==> config.mk <==
export PLATFORM = sky130hd
export DESIGN_NAME = rv32im_instruction_decoder
export DESIGN_NICKNAME = d
export VERILOG_FILES = /design/src/rvdec_pkg.sv /design/src/rvdec_core.sv /design/src/rv32im_instruction_decoder.sv
export SDC_FILE = /design/constraint.sdc
export NUM_CORES = 1
export LEC_CHECK = 0
export BUFFER_PORTS_ARGS = -buffer_cell sky130_fd_sc_hd__buf_4
export CAP_MARGIN = 15
export CORE_ASPECT_RATIO = 1.4
export CORE_MARGIN = 1.5
export CORE_UTILIZATION = 40
export CTS_BUF_LIST = sky130_fd_sc_hd__clkbuf_4 sky130_fd_sc_hd__clkbuf_8 sky130_fd_sc_hd__clkbuf_16
export DETAILED_ROUTE_END_ITERATION = 10
export PLACE_DENSITY = 0.77
export SLEW_MARGIN = 10
export SYNTH_ARGS = -nofsm -noshare
export SYNTH_HDL_FRONTEND = slang
export SYNTH_SLANG_ARGS = --single-unit
export TNS_END_PERCENT = 50
==> constraint.sdc <==
create_clock -name clk -period 4.21 [get_ports clk]
set_input_delay 0.842 -clock clk [delete_from_list [all_inputs] [get_ports clk]]
set_output_delay 0.842 -clock clk [all_outputs]
set_load 0.02 [all_outputs]
==> src/rvdec_pkg.sv <==
// ----------------------------------------------------------------------------
// rvdec_pkg
// Shared opcodes, result codes and the decoded-result record of the RV32IM
// instruction decoder.
// ----------------------------------------------------------------------------
package rvdec_pkg;

  // Major opcodes (bits 6:0)
  localparam logic [6:0] OPC_LUI    = 7'b0110111;
  localparam logic [6:0] OPC_AUIPC  = 7'b0010111;
  localparam logic [6:0] OPC_JAL    = 7'b1101111;
  localparam logic [6:0] OPC_JALR   = 7'b1100111;
  localparam logic [6:0] OPC_LOAD   = 7'b0000011;
  localparam logic [6:0] OPC_OPIMM  = 7'b0010011;
  localparam logic [6:0] OPC_SYSTEM = 7'b1110011;
  localparam logic [6:0] OPC_BRANCH = 7'b1100011;
  localparam logic [6:0] OPC_STORE  = 7'b0100011;
  localparam logic [6:0] OPC_OP     = 7'b0110011;

  localparam logic [31:0] UPPER_MASK = 32'hFFFF_F000;
  localparam logic [6:0]  F7_BASE    = 7'h00;
  localparam logic [6:0]  F7_ALT     = 7'h20;
  localparam logic [6:0]  F7_MULDIV  = 7'h01;

  // Instruction formats
  localparam logic [2:0] FMT_NONE = 3'd0;
  localparam logic [2:0] FMT_U    = 3'd1;
  localparam logic [2:0] FMT_J    = 3'd2;
  localparam logic [2:0] FMT_I    = 3'd3;
  localparam logic [2:0] FMT_B    = 3'd4;
  localparam logic [2:0] FMT_S    = 3'd5;
  localparam logic [2:0] FMT_R    = 3'd6;

  // Issue units
  localparam logic [2:0] UNIT_ALU   = 3'd0;
  localparam logic [2:0] UNIT_MDU   = 3'd1;
  localparam logic [2:0] UNIT_JUMP  = 3'd2;
  localparam logic [2:0] UNIT_LOAD  = 3'd3;
  localparam logic [2:0] UNIT_STORE = 3'd4;
  localparam logic [2:0] UNIT_CSR   = 3'd5;

  // ALU operations
  localparam logic [3:0] ALU_ADD   = 4'd0;
  localparam logic [3:0] ALU_SUB   = 4'd1;
  localparam logic [3:0] ALU_SLL   = 4'd2;
  localparam logic [3:0] ALU_SLT   = 4'd3;
  localparam logic [3:0] ALU_SLT_U = 4'd4;
  localparam logic [3:0] ALU_XOR   = 4'd5;
  localparam logic [3:0] ALU_SRL   = 4'd6;
  localparam logic [3:0] ALU_SRA   = 4'd7;
  localparam logic [3:0] ALU_OR    = 4'd8;
  localparam logic [3:0] ALU_AND   = 4'd9;
  localparam logic [3:0] ALU_LUI   = 4'd10;
  localparam logic [3:0] ALU_AUIPC = 4'd11;

  // Multiply/divide operations
  localparam logic [3:0] MDU_MUL  = 4'd0;
  localparam logic [3:0] MDU_DIV  = 4'd1;
  localparam logic [3:0] MDU_DIVU = 4'd2;
  localparam logic [3:0] MDU_REM  = 4'd3;

  // Jump and branch operations
  localparam logic [3:0] JMP_JAL  = 4'd0;
  localparam logic [3:0] JMP_JALR = 4'd1;
  localparam logic [3:0] JMP_BEQ  = 4'd2;
  localparam logic [3:0] JMP_BNE  = 4'd3;
  localparam logic [3:0] JMP_BLT  = 4'd4;
  localparam logic [3:0] JMP_BGE  = 4'd5;
  localparam logic [3:0] JMP_BLTU = 4'd6;
  localparam logic [3:0] JMP_BGEU = 4'd7;

  // Load and store operations
  localparam logic [3:0] LD_LB  = 4'd0;
  localparam logic [3:0] LD_LH  = 4'd1;
  localparam logic [3:0] LD_LW  = 4'd2;
  localparam logic [3:0] LD_LBU = 4'd3;
  localparam logic [3:0] LD_LHU = 4'd4;
  localparam logic [3:0] ST_SB  = 4'd0;
  localparam logic [3:0] ST_SH  = 4'd1;
  localparam logic [3:0] ST_SW  = 4'd2;

  // CSR / system operations
  localparam logic [3:0] CSR_SYS = 4'd0;
  localparam logic [3:0] CSR_RW  = 4'd1;
  localparam logic [3:0] CSR_RS  = 4'd2;
  localparam logic [3:0] CSR_RC  = 4'd3;

  // Packed width of one decoded result on the master stream
  localparam int RESULT_BITS = 62;
  localparam int OUT_BYTES   = (RESULT_BITS + 7) / 8;

  typedef struct packed {
    logic [2:0]  format_kind;
    logic [2:0]  issue_unit;
    logic [3:0]  operation;
    logic        legal;
    logic [4:0]  src1_reg;
    logic [4:0]  src2_reg;
    logic [4:0]  dest_reg;
    logic [31:0] immediate;
    logic        uses_immediate;
    logic        uses_src1;
    logic        uses_src2;
    logic        uses_dest;
  } decode_t;

endpackage

==> src/rvdec_core.sv <==
// ----------------------------------------------------------------------------
// rvdec_core
// Combinational decode of one RV32IM instruction word into format, issue
// unit, operation, register indices, immediate and operand-use flags.
// ----------------------------------------------------------------------------
module rvdec_core (
  input  logic [31:0]             instruction,
  output rvdec_pkg::decode_t      result
);
  import rvdec_pkg::*;

  logic [6:0]  opc;
  logic [2:0]  f3;
  logic [6:0]  f7;
  logic [31:0] imm_i;
  logic [31:0] imm_s;
  logic [31:0] imm_b;
  logic [31:0] imm_j;
  logic [31:0] imm_shamt;
  logic [2:0]  fmt;
  logic [2:0]  unit;
  logic [3:0]  op;
  logic        ok;
  logic [31:0] imm;
  logic        ui;
  logic        u1;
  logic        u2;
  logic        ud;
  logic [3:0]  alu_code;
  logic        alu_ok;
  logic        reg_form;

  // Field slices and the immediate of every format
  assign opc       = instruction[6:0];
  assign f3        = instruction[14:12];
  assign f7        = instruction[31:25];
  assign imm_i     = {{20{instruction[31]}}, instruction[31:20]};
  assign imm_s     = {{20{instruction[31]}}, instruction[31:25], instruction[11:7]};
  assign imm_b     = {{19{instruction[31]}}, instruction[31], instruction[7],
                      instruction[30:25], instruction[11:8], 1'b0};
  assign imm_j     = {{11{instruction[31]}}, instruction[31], instruction[19:12],
                      instruction[20], instruction[30:21], 1'b0};
  assign imm_shamt = {27'd0, instruction[24:20]};
  assign reg_form  = (opc == OPC_OP);

  // ALU operation shared by register and immediate forms
  always_comb begin
    alu_code = ALU_ADD;
    alu_ok   = 1'b0;
    case (f3)
      3'd0: begin
        if (!reg_form || f7 == F7_BASE) begin
          alu_code = ALU_ADD;
          alu_ok   = 1'b1;
        end else if (f7 == F7_ALT) begin
          alu_code = ALU_SUB;
          alu_ok   = 1'b1;
        end
      end
      3'd1: begin
        alu_code = ALU_SLL;
        alu_ok   = (f7 == F7_BASE);
      end
      3'd2: begin
        alu_code = ALU_SLT;
        alu_ok   = !reg_form || f7 == F7_BASE;
      end
      3'd3: begin
        alu_code = ALU_SLT_U;
        alu_ok   = !reg_form || f7 == F7_BASE;
      end
      3'd4: begin
        alu_code = ALU_XOR;
        alu_ok   = !reg_form || f7 == F7_BASE;
      end
      3'd5: begin
        alu_code = (f7 == F7_ALT) ? ALU_SRA : ALU_SRL;
        alu_ok   = (f7 == F7_BASE) || (f7 == F7_ALT);
      end
      3'd6: begin
        alu_code = ALU_OR;
        alu_ok   = !reg_form || f7 == F7_BASE;
      end
      default: begin
        alu_code = ALU_AND;
        alu_ok   = !reg_form || f7 == F7_BASE;
      end
    endcase
  end

  // Classify the opcode and pick unit, operation and operands
  always_comb begin
    fmt  = FMT_NONE;
    unit = UNIT_ALU;
    op   = 4'd0;
    ok   = 1'b0;
    imm  = 32'd0;
    ui   = 1'b0;
    u1   = 1'b0;
    u2   = 1'b0;
    ud   = 1'b0;
    case (opc)
      OPC_LUI, OPC_AUIPC: begin
        fmt  = FMT_U;
        unit = UNIT_ALU;
        op   = (opc == OPC_LUI) ? ALU_LUI : ALU_AUIPC;
        ok   = 1'b1;
        imm  = instruction & UPPER_MASK;
        ui   = 1'b1;
        ud   = 1'b1;
      end
      OPC_JAL: begin
        fmt  = FMT_J;
        unit = UNIT_JUMP;
        op   = JMP_JAL;
        ok   = 1'b1;
        imm  = imm_j;
        ui   = 1'b1;
        ud   = 1'b1;
      end
      OPC_JALR: begin
        fmt  = FMT_I;
        unit = UNIT_JUMP;
        op   = JMP_JALR;
        ok   = (f3 == 3'd0);
        imm  = imm_i;
        ui   = 1'b1;
        u1   = 1'b1;
        ud   = 1'b1;
      end
      OPC_LOAD: begin
        fmt  = FMT_I;
        unit = UNIT_LOAD;
        imm  = imm_i;
        ui   = 1'b1;
        u1   = 1'b1;
        ud   = 1'b1;
        if (f3 <= 3'd2) begin
          op = {1'b0, f3};
          ok = 1'b1;
        end else if (f3 == 3'd4 || f3 == 3'd5) begin
          op = {1'b0, f3 - 3'd1};
          ok = 1'b1;
        end
      end
      OPC_OPIMM: begin
        fmt  = FMT_I;
        unit = UNIT_ALU;
        op   = alu_code;
        ok   = alu_ok;
        imm  = (f3 == 3'd1 || f3 == 3'd5) ? imm_shamt : imm_i;
        ui   = 1'b1;
        u1   = 1'b1;
        ud   = 1'b1;
      end
      OPC_SYSTEM: begin
        fmt  = FMT_I;
        unit = UNIT_CSR;
        op   = {1'b0, f3};
        ok   = !f3[2];
        imm  = imm_i;
        ui   = 1'b1;
        u1   = 1'b1;
        ud   = 1'b1;
      end
      OPC_BRANCH: begin
        fmt  = FMT_B;
        unit = UNIT_JUMP;
        imm  = imm_b;
        ui   = 1'b1;
        u1   = 1'b1;
        u2   = 1'b1;
        if (f3 == 3'd0 || f3 == 3'd1) begin
          op = {1'b0, f3} + JMP_BEQ;
          ok = 1'b1;
        end else if (f3[2]) begin
          op = {1'b0, f3};
          ok = 1'b1;
        end
      end
      OPC_STORE: begin
        fmt  = FMT_S;
        unit = UNIT_STORE;
        op   = {1'b0, f3};
        ok   = (f3 <= 3'd2);
        imm  = imm_s;
        ui   = 1'b1;
        u1   = 1'b1;
        u2   = 1'b1;
      end
      OPC_OP: begin
        fmt = FMT_R;
        u1  = 1'b1;
        u2  = 1'b1;
        ud  = 1'b1;
        if (f7 == F7_MULDIV) begin
          unit = UNIT_MDU;
          if (f3 == 3'd0) begin
            op = MDU_MUL;
            ok = 1'b1;
          end else if (f3 >= 3'd4 && f3 <= 3'd6) begin
            op = {1'b0, f3 - 3'd3};
            ok = 1'b1;
          end
        end else begin
          unit = UNIT_ALU;
          op   = alu_code;
          ok   = alu_ok;
        end
      end
      default: begin
        fmt = FMT_NONE;
      end
    endcase
  end

  // Zero everything that the format does not use
  always_comb begin
    result.format_kind    = fmt;
    result.issue_unit     = unit;
    result.operation      = ok ? op : 4'd0;
    result.legal          = ok;
    result.src1_reg       = u1 ? instruction[19:15] : 5'd0;
    result.src2_reg       = u2 ? instruction[24:20] : 5'd0;
    result.dest_reg       = ud ? instruction[11:7] : 5'd0;
    result.immediate      = ui ? imm : 32'd0;
    result.uses_immediate = ui;
    result.uses_src1      = u1;
    result.uses_src2      = u2;
    result.uses_dest      = ud;
  end

endmodule

==> src/rv32im_instruction_decoder.sv <==
// ----------------------------------------------------------------------------
// rv32im_instruction_decoder
// Streaming RV32IM instruction decoder: instruction words in, decoded
// records out.
// ----------------------------------------------------------------------------
// Accepts one instruction word per clock cycle unless the output stalls
// it: the word is captured in an input register, decoded by a single pass
// of combinational logic, and the record is held in a result register
// until the downstream side takes it. Throughput is one instruction per
// cycle, through those two register stages. Back-pressure on the output
// stalls both stages in place. Unknown opcodes give an all-zero record;
// unsupported operations give legal = 0 with operation 0 and the operand
// fields still extracted.
module rv32im_instruction_decoder (
  input  logic                              clk,
  input  logic                              rst,
  input  logic                              s_tvalid,
  output logic                              s_tready,
  input  logic [31:0]                       s_tdata,  // instruction[31:0]
  output logic                              m_tvalid,
  input  logic                              m_tready,
  // format_kind[2:0], issue_unit[5:3], operation[9:6], legal[10],
  // src1_reg[15:11], src2_reg[20:16], dest_reg[25:21], immediate[57:26],
  // uses_immediate[58], uses_src1[59], uses_src2[60], uses_dest[61], zero
  output logic [rvdec_pkg::OUT_BYTES*8-1:0] m_tdata
);
  import rvdec_pkg::*;

  logic        in_valid;
  logic [31:0] in_word;
  logic        out_valid;
  decode_t     out_rec;
  decode_t     dec_rec;
  logic        out_free;

  // Decode the registered word
  rvdec_core u_core (
    .instruction (in_word),
    .result      (dec_rec)
  );

  // Result stage can load when empty or being drained
  assign out_free = !out_valid || m_tready;
  assign s_tready = !in_valid || out_free;

  // Advance the two-stage pipeline
  always_ff @(posedge clk) begin
    if (rst) begin
      in_valid  <= 1'b0;
      out_valid <= 1'b0;
    end else begin
      if (s_tready) begin
        in_valid <= s_tvalid;
      end
      if (out_free) begin
        out_valid <= in_valid;
      end
    end
  end

  // Capture payloads on transfer
  always_ff @(posedge clk) begin
    if (s_tvalid && s_tready) begin
      in_word <= s_tdata;
    end
    if (in_valid && out_free) begin
      out_rec <= dec_rec;
    end
  end

  // Pack the record, first field lowest
  assign m_tvalid = out_valid;
  assign m_tdata  = {{(OUT_BYTES*8-RESULT_BITS){1'b0}},
                     out_rec.uses_dest, out_rec.uses_src2, out_rec.uses_src1,
                     out_rec.uses_immediate, out_rec.immediate, out_rec.dest_reg,
                     out_rec.src2_reg, out_rec.src1_reg, out_rec.legal,
                     out_rec.operation, out_rec.issue_unit, out_rec.format_kind};

  // An illegal record never carries an operation code
  assert property (@(posedge clk) disable iff (rst)
    out_valid && !out_rec.legal |-> out_rec.operation == 4'd0)
    else $error("illegal record with non-zero operation");

  // An unknown format yields an empty record
  assert property (@(posedge clk) disable iff (rst)
    out_valid && out_rec.format_kind == FMT_NONE |->
      !out_rec.legal && out_rec.immediate == 32'd0 && out_rec.issue_unit == UNIT_ALU)
    else $error("unknown format with non-empty record");

  // Multiply/divide only comes from register-register words
  assert property (@(posedge clk) disable iff (rst)
    out_valid && out_rec.issue_unit == UNIT_MDU |-> out_rec.format_kind == FMT_R)
    else $error("mul/div outside R format");

  // A held input word stays put while the result stage is blocked
  assert property (@(posedge clk) disable iff (rst)
    in_valid && !out_free |=> in_valid && $stable(in_word))
    else $error("input stage lost a word under back-pressure");

  // A stalled result is not replaced
  assert property (@(posedge clk) disable iff (rst)
    out_valid && !m_tready |=> out_valid && $stable(out_rec))
    else $error("result register changed while stalled");

endmodule

# After elaboration in Yosys (flattened, before gate mapping)
# Cells that the tools add are included.
# classes
addsub	3
order_cmp	3
eq_ne	18
n_mux	33
n_reduce_logical	26
# ops
op	count
$pmux 32 s6	1
$pmux 4 s7	2
$mux 32	1
$eq 7x6->1 const B	4
$eq 7x7->1 const B	4
$mux 4	5
$pmux 3 s6	1
$mux 1	17
$pmux 3 s5	1
$eq 7x5->1 const B	2
$reduce_or 3->1	4
$eq 3x3->1 const B	3
$mux 3	3
$reduce_or 9->1	1
$pmux 1 s8	1
$reduce_or 8->1	1
$eq 7x1->1 const B	1
$eq 7x2->1 const B	1
$logic_not 7->1	1
$logic_or 1x1->1	7
$reduce_or 7->1	1
$eq 3x2->1 const B	2
$add 3x2->4 const B	1
$logic_not 1->1	4
11 further kinds	14
# word_totals
reg_bits	96
inputBits	36
output_inout_bits	66
word_cells	98

# Depth between registers and ports, before layout
# logic_depth
depth_word	7
depth_mapped	8
depth_no_buf	7

# Hierarchy
# A second synthesis with hierarchy kept.
# hier_totals
hier_cells	331
area_unflattened_um2	4418.0
# modules_own_cells
mod	instances	cells_per_inst	area_per_inst_um2	seq_area_each_um2
rv32im_instruction_decoder	1	107	2945.3	2862.7
rvdec_core	1	224	1472.7	0.0

# Least setup slack after synthesis
# Ideal clock, no wire load.
# synth_timing
path_type	in2reg
start	input port m_tready
end	register out_rec, in the netlist m_tdata[0] (enable)
setup_time_ns	0.490
arrival_time_ns	3.680
setup_slack_ns	0.041
path_stages	2
n_path_buf	0
cell_sequence	nor2b_1 -> nor2b_1
# synth_via
elab_chain_cells	2
# synth_rtl
item	line_no	rtl
from (decl)	rv32im_instruction_decoder.sv:21	input logic m_tready,
$logic_or 1x1->1	rv32im_instruction_decoder.sv:43	assign out_free = !out_valid || m_tready;
$logic_and 1x1->1	rv32im_instruction_decoder.sv:66	if (in_valid && out_free) begin
to (signal assigned)	rv32im_instruction_decoder.sv:67	out_rec <= dec_rec;
to (decl)	rv32im_instruction_decoder.sv:32	decode_t out_rec;
# No other way between the ends.
# A chain may end at the register's enable or synchronous reset.

# Final worst setup path
# layout_timing
start	register in_word[13]
end	register out_rec, in the netlist m_tdata[52], data pin
# layout_via
elab_chain_cells	4
word_cells_on_any_way	5
classes_between	eq/ne: 2; mux: 2; reduce/logical: 1
# layout_rtl
item	line_no	rtl
from (decl)	rv32im_instruction_decoder.sv:30	logic [31:0] in_word;
from (signal assigned)	rv32im_instruction_decoder.sv:64	in_word <= s_tdata;
$eq 3x1->1 / $eq 3x3->1 (equally long branches)	rvdec_core.sv:151	imm = (f3 == 3'd1 || f3 == 3'd5) ? imm_shamt : imm_i;
$logic_or 1x1->1 (*)	rvdec_core.sv:151	
$mux 32 (*)	rvdec_core.sv:151	
$pmux 32 s6 (*)	rvdec_core.sv:102	case (opc)
# Every way passes the cells marked *; elsewhere a longest branch is shown, timed or not.

==> out/results.ini <==
[detailed_routing]
first_pass_iters=5
final_antenna_net_count=0
drt-total-wl_um=9380
wire_per_inst_um=16.6
drc=0
viasPerCell=5.19
vias=2938
drt_iter0_markers=264

[floorplan]
row_count=44
initial_core_util=0.412
dieArea_sq_um=11400
io_pins=102
die_h_um=126
die_x_um=90.5
coreArea_sq_um=10400

[sta]
skew_ps=11.9
layout_setup_ws_ps=1580
slew_headroom=0.405
min_period_ps=2630
worst_pin_slew_ps=888
fin_tns_setup_ps=0
slew_violations=0
max_freq_ghz=0.380
setup_viol=0
rsz0062_at_grt=false
finalCritPeriodShare=0.625
hold_viol=0

[cells_and_area]
final_cells=566
fillCellCount=889
drive_gt1_frac=0.304
final_util=0.525
area_growth_pct=27.4
fin_nets=470
diodes=0

[place]
post-place-cells=550
routabilityCongestion=0.878
dp_hpwl_um=6950
port_buffers=99
dp_slack_ps=1590

[flow_run]
cap_violations=0

[critical_path]
path_cells=inv_1, ha_1, or3_1, a21oi_1, o21ai_1, a31oi_1, a21o_2
worstPathRequired_ps=4410
critical_path_class=flip-flop to flip-flop
cp_num_buf_inv=1
start_kind=flip-flop
critPathSlowestCell=a31oi_1
path_max_fanout=11
cpLargestDelayFamily=compound AO/OA/AOI/OAI gates
worstPathArrival_ps=2840
critPathMaxStageDelay_ps=700
cp-end-kind=flip-flop

[clock_network]
cts_root_buf=clkbuf_16
cts_setup_buffers=0
cts_hold_buffers=0
clkLatencyLatePin_ps=340
cts_made_buffers=9
cts_tree=done
cts.path.max_buffers=2
htreeDepth=3
ctsResizeCount=0
clkTransAtPathRegs_ps=70
cts.sinks=96

[synthesis]
synth.top_cells.by_area=edfxtp_1, ha_1, a21o_1
yosys_most_used_dff=edfxtp_1
ys_seq_area_frac=0.667
synth_warnings=0
yosysMostFrequentCell=edfxtp_1
ys_async_sr_fraction=0
synth_cells=322
netlist.area_leader.share=0.658
yosysUniqueCellTypes=55
syn_area_sq_um=4290
synthTopCellsByCount=edfxtp_1, and2_1, a21oi_1
synth-edff-count=94
ys_seq_elements=96
yosysTopAreaCell=edfxtp_1
syn_avg_cell_area_sq_um=13.3

[global_route]
grt_usage=0.170
grt-ovfl-total=0
grt_pass1_vias=2895
antenna_found_initial=0
grt_first_pass_wirelength_um=14800
grt_max_degree=46

[pwr]
combPwrFrac=0.099
internal_power_mw=1.61
clkPwrFrac=0.356
leakage_nw=2.20
sw_frac_of_total=0.231
power_switching_mw=0.483
p_per_area_nw_per_um2=383
p_total_mw=2.09
ir_drop_uv=172
seqPwrFrac=0.545

[min_path]
hp-class=flip-flop to flip-flop

[run_status]
status=finished clean

==> cell type report <==
cell class	count	area (sq um)	share of cell area
repair buffers	102	766	0.140
clock inverters	6	42.5	0.00778
well taps	138	173	0.0316
inverters	12	45.0	0.00824
flip-flops and latches	96	2860	0.524
multi-input cells	202	1340	0.245
clock buffers	10	239	0.0437
==> layer usage <==
metal,part of all wire,track usage,vias to the layer above,routed length [um]
met5,0,0,-,0
li1,-,-,1436,-
met3,0.040,0.0274,28,378
met4,0.040,0.103,0,374
met2,0.53,0.298,116,4970
met1,0.39,0.192,1358,3660
==> placed cells by master, fill, tap and decap left out, types with 4 or more instances in the layout <==
master / instances
buf_4: 102
a21oi_1: 19
nor3_1: 7
nand3_1: 10
nand2b_1: 7
clkbuf_16: 9
edfxtp_1: 94
inv_1: 12
ha_1: 11
o21ai_0: 13
nand2_1: 15
or3_1: 7
nor2b_1: 6
and2_1: 21
a21o_1: 18
a31oi_1: 5
a22o_1: 4
nor2_1: 12
==> state kept, by name, indices dropped and copies added (netlist names) <==
register / count
m_tvalid: 1
in_word: 32
in_valid: 1
m_tdata: 62
==> metrics by stage <==
step | area (sq um) | hold WS, ps
after global placement | 5180 | 499
after floorplan | 4300 | 478
after global routing | 5470 | 581
after CTS | 5470 | 539
final | 5470 | 539
after detailed placement | 5180 | 521
==> worst min-delay path, delay by kind of cell, from the launching register on <==
kind	cells	cell delay [ps]
DFF	1	340
and+or+nand+nor	2	160
==> final timing paths <==
| path | slack [ps] | end | from | cells after the start |
|---|---|---|---|---|
| max | 1580 | m_tdata[52] | in_word[13] | 7 |
| min | 540 | m_tvalid | in_valid | 2 |
| max reg2reg | 1580 | m_tdata[52] | in_word[13] | 7 |
| min reg2reg | 540 | m_tvalid | in_valid | 2 |
==> power by group through the flow <==
stage | logic (mW) | registers [mW] | clock network [mW]
4_1_cts | 0.209 | 1.14 | 0.765
2_1_floorplan | 0.0791 | 1.19 | 0
6_report | 0.206 | 1.14 | 0.746
5_1_grt | 0.223 | 1.15 | 0.794
3_5_place_dp | 0.208 | 1.16 | 0
3_3_place_gp | 0.207 | 1.16 | 0
==> cell families (layout without fill, tap and decap cells) <==
logic type | Yosys count | after routing | share of synthesized area
compound gates | 82 | 82 | 0.131
fa+ha+maj | 11 | 11 | 0.0321
buf+inv | 25 | 130 | 0.0236
flops | 96 | 96 | 0.667
other cells | 1 | 2 | 0.000874
simple gates | 107 | 107 | 0.145
Note: power is estimated with default switching activity, not from simulation.
